[src/ols_pkg.sv]
// Shared types and codes for the ordered list store.
`default_nettype none

package ols_pkg;

  localparam int IDX_W = 11;
  localparam int VAL_W = 32;
  localparam int OUT_CNT_W = 7;

  typedef enum logic [1:0] {
    OP_APPEND = 2'd0,
    OP_DELETE = 2'd1,
    OP_SEARCH = 2'd2,
    OP_NONE   = 2'd3
  } op_t;

  typedef enum logic [2:0] {
    ST_OK     = 3'd0,
    ST_EMPTY  = 3'd1,
    ST_BELOW  = 3'd2,
    ST_BEYOND = 3'd3,
    ST_FULL   = 3'd4
  } status_t;

  typedef struct packed {
    logic                    append;
    logic                    remove;
    logic                    search;
    logic [IDX_W-1:0]        tail;
    logic [IDX_W-1:0]        gap;
    logic [IDX_W-1:0]        limit;
    logic signed [VAL_W-1:0] key;
  } cmd_t;

endpackage

`default_nettype wire

[src/ols_cell.sv]
// One list slot: holds an entry, shifts down on delete, passes the search hit along.
`default_nettype none

module ols_cell #(
  parameter int IDX = 0
) (
  input  wire logic                             clk,
  input  wire logic                             rst_n,
  input  wire ols_pkg::cmd_t                    cmd,
  input  wire logic signed [ols_pkg::VAL_W-1:0] right_data,
  input  wire logic                             hit_in,
  output logic signed [ols_pkg::VAL_W-1:0]      data_out,
  output logic                                  hit_out
);

  localparam logic [ols_pkg::IDX_W-1:0] MY_IDX = ols_pkg::IDX_W'(IDX);

  logic signed [ols_pkg::VAL_W-1:0] data_r, data_nxt;
  logic                             hit_r, hit_nxt;
  logic                             valid;
  logic                             match;

  always_comb begin
    valid = (MY_IDX < cmd.limit);
    match = valid && (data_r == cmd.key);
    data_nxt = data_r;
    if (cmd.append && (MY_IDX == cmd.tail)) begin
      data_nxt = cmd.key;
    end else if (cmd.remove && (MY_IDX >= cmd.gap)) begin
      data_nxt = right_data;
    end
    hit_nxt = cmd.search && (hit_in || match);
  end

  always_ff @(posedge clk) begin
    data_r <= data_nxt;
  end

  always_ff @(posedge clk) begin
    if (!rst_n) begin
      hit_r <= 1'b0;
    end else begin
      hit_r <= hit_nxt;
    end
  end

  assign data_out = data_r;
  assign hit_out  = hit_r;

endmodule

`default_nettype wire

[src/ordered_list_store.sv]
// Top level of the ordered list store: control, length counter and the row of slots.
`default_nettype none

// Bounded list of signed 32-bit values in insertion order, held in a row of DEPTH
// slots. Append, delete and the unused code need no scan: the result strobe
// out_valid rises in the cycle after start is taken and busy stays low, so one such
// item can be taken every cycle. Search passes a hit flag down the row one slot per
// cycle while busy is high, and the result strobe comes in the same cycle that busy
// falls, when the next item may already be taken. Results are shown for one cycle
// only and cannot be held off, so the receiver must take each one as it comes.
module ordered_list_store #(
  parameter int DEPTH = 64
) (
  input  wire logic                             clk,
  input  wire logic                             rst_n,
  input  wire logic                             start,
  output logic                                  busy,
  input  wire logic [1:0]                       in_operation,
  input  wire logic signed [ols_pkg::VAL_W-1:0] in_value,
  input  wire logic [7:0]                       in_position,
  output logic                                  out_valid,
  output logic                                  out_found,
  output logic [2:0]                            out_status,
  output logic [ols_pkg::OUT_CNT_W-1:0]         out_count
);

  localparam int CNT_W  = $clog2(DEPTH + 1);
  localparam int SCAN_W = $clog2(DEPTH + 1);
  localparam logic [ols_pkg::IDX_W-1:0] FULL_CNT = ols_pkg::IDX_W'(DEPTH);
  localparam logic [SCAN_W-1:0] SCAN_END = SCAN_W'(DEPTH);

  typedef enum logic [1:0] {
    S_IDLE   = 2'b01,
    S_SEARCH = 2'b10
  } state_t;

  state_t                           state_r, state_nxt;
  logic [CNT_W-1:0]                 count_r, count_nxt;
  logic [SCAN_W-1:0]                scan_r, scan_nxt;
  logic signed [ols_pkg::VAL_W-1:0] key_r, key_nxt;
  logic                             valid_r, valid_nxt;
  logic                             found_r, found_nxt;
  ols_pkg::status_t                 status_r, status_nxt;
  logic [ols_pkg::OUT_CNT_W-1:0]    ocount_r, ocount_nxt;

  ols_pkg::cmd_t                    cmd;
  logic [ols_pkg::IDX_W-1:0]        cnt_ext;
  logic [ols_pkg::IDX_W-1:0]        pos_ext;
  logic                             accept;
  ols_pkg::op_t                     op;

  logic signed [ols_pkg::VAL_W-1:0] data_w [DEPTH];
  logic                             hit_w  [DEPTH];

  always_comb begin
    cnt_ext = ols_pkg::IDX_W'(count_r);
    pos_ext = ols_pkg::IDX_W'(in_position);
    accept  = start && (state_r == S_IDLE);
    op      = ols_pkg::op_t'(in_operation);

    state_nxt  = state_r;
    count_nxt  = count_r;
    scan_nxt   = scan_r;
    key_nxt    = key_r;
    valid_nxt  = 1'b0;
    found_nxt  = found_r;
    status_nxt = status_r;
    ocount_nxt = ocount_r;

    cmd.append = 1'b0;
    cmd.remove = 1'b0;
    cmd.search = (state_r == S_SEARCH);
    cmd.tail   = cnt_ext;
    cmd.gap    = pos_ext - ols_pkg::IDX_W'(1);
    cmd.limit  = cnt_ext;
    cmd.key    = (state_r == S_SEARCH) ? key_r : in_value;

    unique case (state_r)
      S_IDLE: begin
        if (accept) begin
          found_nxt  = 1'b0;
          status_nxt = ols_pkg::ST_OK;
          unique case (op)
            ols_pkg::OP_APPEND: begin
              valid_nxt = 1'b1;
              if (cnt_ext >= FULL_CNT) begin
                status_nxt = ols_pkg::ST_FULL;
              end else begin
                cmd.append = 1'b1;
                count_nxt  = count_r + CNT_W'(1);
              end
            end
            ols_pkg::OP_DELETE: begin
              valid_nxt = 1'b1;
              if (count_r == '0) begin
                status_nxt = ols_pkg::ST_EMPTY;
              end else if (pos_ext == '0) begin
                status_nxt = ols_pkg::ST_BELOW;
              end else if (pos_ext > cnt_ext) begin
                status_nxt = ols_pkg::ST_BEYOND;
              end else begin
                cmd.remove = 1'b1;
                count_nxt  = count_r - CNT_W'(1);
              end
            end
            ols_pkg::OP_SEARCH: begin
              state_nxt = S_SEARCH;
              scan_nxt  = '0;
              key_nxt   = in_value;
            end
            default: begin
              valid_nxt = 1'b1;
            end
          endcase
          ocount_nxt = ols_pkg::OUT_CNT_W'(count_nxt);
        end
      end
      S_SEARCH: begin
        if (scan_r == SCAN_END) begin
          state_nxt  = S_IDLE;
          valid_nxt  = 1'b1;
          found_nxt  = hit_w[DEPTH-1];
          status_nxt = ols_pkg::ST_OK;
          ocount_nxt = ols_pkg::OUT_CNT_W'(count_r);
        end else begin
          scan_nxt = scan_r + SCAN_W'(1);
        end
      end
      default: begin
        state_nxt = S_IDLE;
      end
    endcase
  end

  always_ff @(posedge clk) begin
    if (!rst_n) begin
      state_r <= S_IDLE;
      count_r <= '0;
      scan_r  <= '0;
      valid_r <= 1'b0;
    end else begin
      state_r <= state_nxt;
      count_r <= count_nxt;
      scan_r  <= scan_nxt;
      valid_r <= valid_nxt;
    end
  end

  always_ff @(posedge clk) begin
    key_r    <= key_nxt;
    found_r  <= found_nxt;
    status_r <= status_nxt;
    ocount_r <= ocount_nxt;
  end

  genvar gi;
  generate
    for (gi = 0; gi < DEPTH; gi++) begin : g_cell
      logic signed [ols_pkg::VAL_W-1:0] right_w;
      logic                             hit_in_w;
      if (gi < DEPTH - 1) begin : g_mid
        assign right_w = data_w[gi+1];
      end else begin : g_last
        assign right_w = data_w[gi];
      end
      if (gi == 0) begin : g_first
        assign hit_in_w = 1'b0;
      end else begin : g_rest
        assign hit_in_w = hit_w[gi-1];
      end
      ols_cell #(
        .IDX(gi)
      ) u_cell (
        .clk        (clk),
        .rst_n      (rst_n),
        .cmd        (cmd),
        .right_data (right_w),
        .hit_in     (hit_in_w),
        .data_out   (data_w[gi]),
        .hit_out    (hit_w[gi])
      );
    end
  endgenerate

  assign busy       = (state_r == S_SEARCH);
  assign out_valid  = valid_r;
  assign out_found  = found_r;
  assign out_status = status_r;
  assign out_count  = ocount_r;

endmodule

`default_nettype wire
[config.mk]
export PLATFORM = sky130hd
export DESIGN_NAME = ordered_list_store
export DESIGN_NICKNAME = d
export VERILOG_FILES = /design/src/ols_pkg.sv /design/src/ols_cell.sv /design/src/ordered_list_store.sv
export SDC_FILE = /design/constraint.sdc
export NUM_CORES = 2
export LEC_CHECK = 0
export ABC_CLOCK_PERIOD_IN_PS = 9850
export BUFFER_PORTS_ARGS = -buffer_cell sky130_fd_sc_hd__buf_2
export CAP_MARGIN = 10
export CORE_MARGIN = 2
export CORE_UTILIZATION = 30
export DETAILED_ROUTE_END_ITERATION = 6
export GPL_TIMING_DRIVEN = 0
export PLACE_DENSITY_LB_ADDON = 0.08
export SYNTH_ARGS = -nofsm -noshare
export SYNTH_HDL_FRONTEND = slang
export SYNTH_SLANG_ARGS = --single-unit
export TNS_END_PERCENT = 10
[constraint.sdc]
create_clock -name clk -period 9.85 [get_ports clk]
set_input_delay 0 -clock clk [delete_from_list [all_inputs] [get_ports clk]]
set_output_delay 0 -clock clk [all_outputs]
set_load 0.05 [all_outputs]
==> qor.yml <==
sta:
  maxSlewViolCount: 25
  holdWs_ns: 0.03925
  rsz0062_at_grt: "no"
  slew_headroom_pct: -2.657
  period_minus_slack_ns: 7.146
  hold_viol: 0
  setup_viol: 0
  skew_ns: 0.06001
  setup_ws_ns: 2.704
  tightestPinTransition_ns: 1.540
  timing.final.crit_share_pct: 72.55
  maxClockFrequency_mhz: 139.9
synth:
  yosysSeqAreaShare_pct: 57.12
  async_flop_share_pct: 0
  yosys.area_share.simple_pct: 11.87
  syn_inst: 10610
  synth_cell_types: 75
  synth_compound_area_share_pct: 10.75
  synthAdderAreaFrac_pct: 0.2330
  netlist_area_sq_mm: 0.1128
  ys.warnings.count: 0
  synth_edf_count: 2091
  synth_xor_xnor_area_share_pct: 15.99
  avgSynthCellArea_sq_um: 10.63
  synth_top_family_by_area: "XOR/XNOR gates"
  synth.net_count: 10670
  ys_seq_elements: 2172
  synthMuxAreaShare_pct: 0.5181
  synth_top_flop_cell: "edfxtp_1"
pwr:
  leakage_nw: 42.63
  vdd_ir_drop_max_mv: 0.1453
  power_density_mw_per_mm2: 173.1
global_routing:
  antenna_found_initial: 113
  grt_max_degree: 33
  track_usage_pct: 43.03
  grt_pass1_vias: 93720
  grt_pass1_wl_um: 1047000
  grt_overflow: 0
placement:
  gp_congestion: 1.060
  hpwl_um: 621400
  dp_cells: 15890
  portBuffers: 55
  dp_slack_ns: 2.994
  dpl_cell_area_sq_mm: 0.1248
cts:
  clock_path_buffers: 4
  cts_tree: "yes"
  clk_pin_slew_ns: 0.07
  numCtsBuffers: 277
  insertion_delay_ns: 0.96
  clock-sinks: 2172
  root_buffer: "clkbuf_16"
  cts_max_level: 5
setup_path:
  cpMostUsedCell: "buf_2"
  crit_path_start_kind: "flop"
  worstSetupPathType: "reg2reg"
  cp_max_fo: 10
  max_stage_delay_ns: 1.10
  arrival_ns: 7.77
  path_cells: "inv_1 -> ha_1 -> buf_6 -> buf_6 -> mux2i_1 -> buf_2 -> buf_2 -> buf_2 -> buf_1 -> a21oi_1"
  crit_required_ns: 10.47
  cp_slowest_cell: "buf_2"
  rrSetupSlack_ns: 2.70
  critPathCaptureType: "flop"
detailed_routing:
  routedWlPerCell_um: 50.97
  drc: 6
  detail-route-antenna-nets: 0
  wirelength_um: 844100
  first_pass_iters: 7
  drt_first_iter_violations: 20100
  vias_per_cell: 6.197
  vias: 102600
final_layout:
  final_cell_mix: "2091 x edfxtp_1, 2048 x xnor2_1, 1490 x nor2_1, 1417 x a21oi_1, 750 x nand2_1"
  regArea_sq_mm: 0.06441
  final_common_cell: "edfxtp_1"
  stdcell_count: 16560
  nets: 11310
  multi_input_area_sq_mm: 0.04533
  layout-drive-gt1-share_pct: 10.28
  n_fill_cell: 37900
  fin_area_sq_mm: 0.1345
  area_delta_synth_final_pct: 19.25
floorplan:
  die_w_um: 617.1
  num_rows: 225
  design.die.area_sq_mm: 0.3808
  start_util_pct: 30.07
  core_sq_mm: 0.3750
  io_pins: 58
  fp.dieH_um: 617.1
run:
  maxCapViolCount: 3
outcome:
  violations: "DRC, capacitance limit, slew limit"
  status: "complete, but fails checks"
worst_hold_path:
  holdCritPathClass: "in2reg"
worst max-delay path, delay by kind of cell, from the launching register on:
| family | cells | cell delay (ns) |
|---|---|---|
| AO/OA/AOI/OAI | 1 | 0.23 |
| adder cells (fa/ha/maj) | 1 | 0.24 |
| buffers and inverters | 7 | 5.01 |
| flip-flops | 1 | 0.32 |
| multiplexers | 1 | 0.59 |
area by class of cell:
type / count / share of cell area, %
multi-input cells: 7494 / 33.71
flip-flops and latches: 2172 / 47.90
inverters: 58 / 0.1619
well taps: 4994 / 4.647
clock buffers: 349 / 5.472
clock inverters: 146 / 0.9072
plain buffers: 884 / 2.958
repair buffers: 361 / 4.057
diodes: 103 / 0.1917
layer usage:
layer  global-route usage (%)  share of wire (%)
met1                    54.51                 38
met2                    59.80                 40
met3                    13.47                 12
met4                    35.35                9.8
met5                        0              0.023
timing repair:
item | in CTS | in global routing
resized for setup | 0 | 0
hold endpoints to repair | 54 | 0
setup buffers | 0 | 0
hold buffers | 68 | 0
registers in the layout, indices dropped and copies added, names as in the netlist:
register	count
out_found	1
g_cell.u_cell.data_out	2048
scan_r	7
g_cell.u_cell.hit_out	64
state_r	2
out_valid	1
out_count	7
key_r	32
out_status	3
count_r	7
where the power goes:
group	leakage [nW]	switching, mW	internal (mW)
logic	19.0	2.37	0.600
clock network	4.21	4.53	5.75
registers	19.5	0.0181	10.0
total	42.6	6.92	16.4
worst paths after layout:
kind / start / to / cells past startpoint
setup reg to reg: state_r[0] / g_cell[44].u_cell.data_out[6] / 10
setup / recovery: state_r[0] / g_cell[44].u_cell.data_out[6] / 10
hold reg to reg: g_cell[41].u_cell.hit_out / g_cell[42].u_cell.hit_out / 2
hold / removal: in_operation[1] / count_r[3] / 5
through the flow:
step / util, % / total power [mW] / TNS (ns)
final: 35.86 / 23.27 / 0
after floorplan: - / 11.10 / 0
after CTS: 35.76 / 23.02 / 0
after global routing: 35.80 / 23.37 / 0
after global placement: 31.81 / 12.80 / -87.57
after detailed placement: 33.29 / 12.95 / 0
synth_stat cells, types with 66 or more instances:
cell | instances | area, sq um
xnor2_1 | 2049 | 17950
dfxtp_1 | 81 | 1622
buf_1 | 126 | 473.0
nand2_1 | 754 | 2830
clkbuf_1 | 557 | 2091
nor2_1 | 1494 | 5608
nand4_1 | 305 | 1908
edfxtp_1 | 2091 | 62790
nand3_1 | 67 | 335.3
buf_2 | 144 | 720.7
nor3_1 | 66 | 330.3
o21ai_0 | 708 | 3543
nor4_1 | 299 | 1871
a21oi_1 | 1419 | 7102
kinds of logic (layout without fill, tap and decap cells):
group,after synthesis,after routing
XOR/XNOR,2059,2059
other,0,103
AO/OA/AOI/OAI,2314,2314
buffers and inverters,942,1798
AND/OR/NAND/NOR,3058,3058
adder cells (fa/ha/maj),21,21
flip-flops,2172,2172
multiplexers,42,42
(Power assumes the default switching activity.)
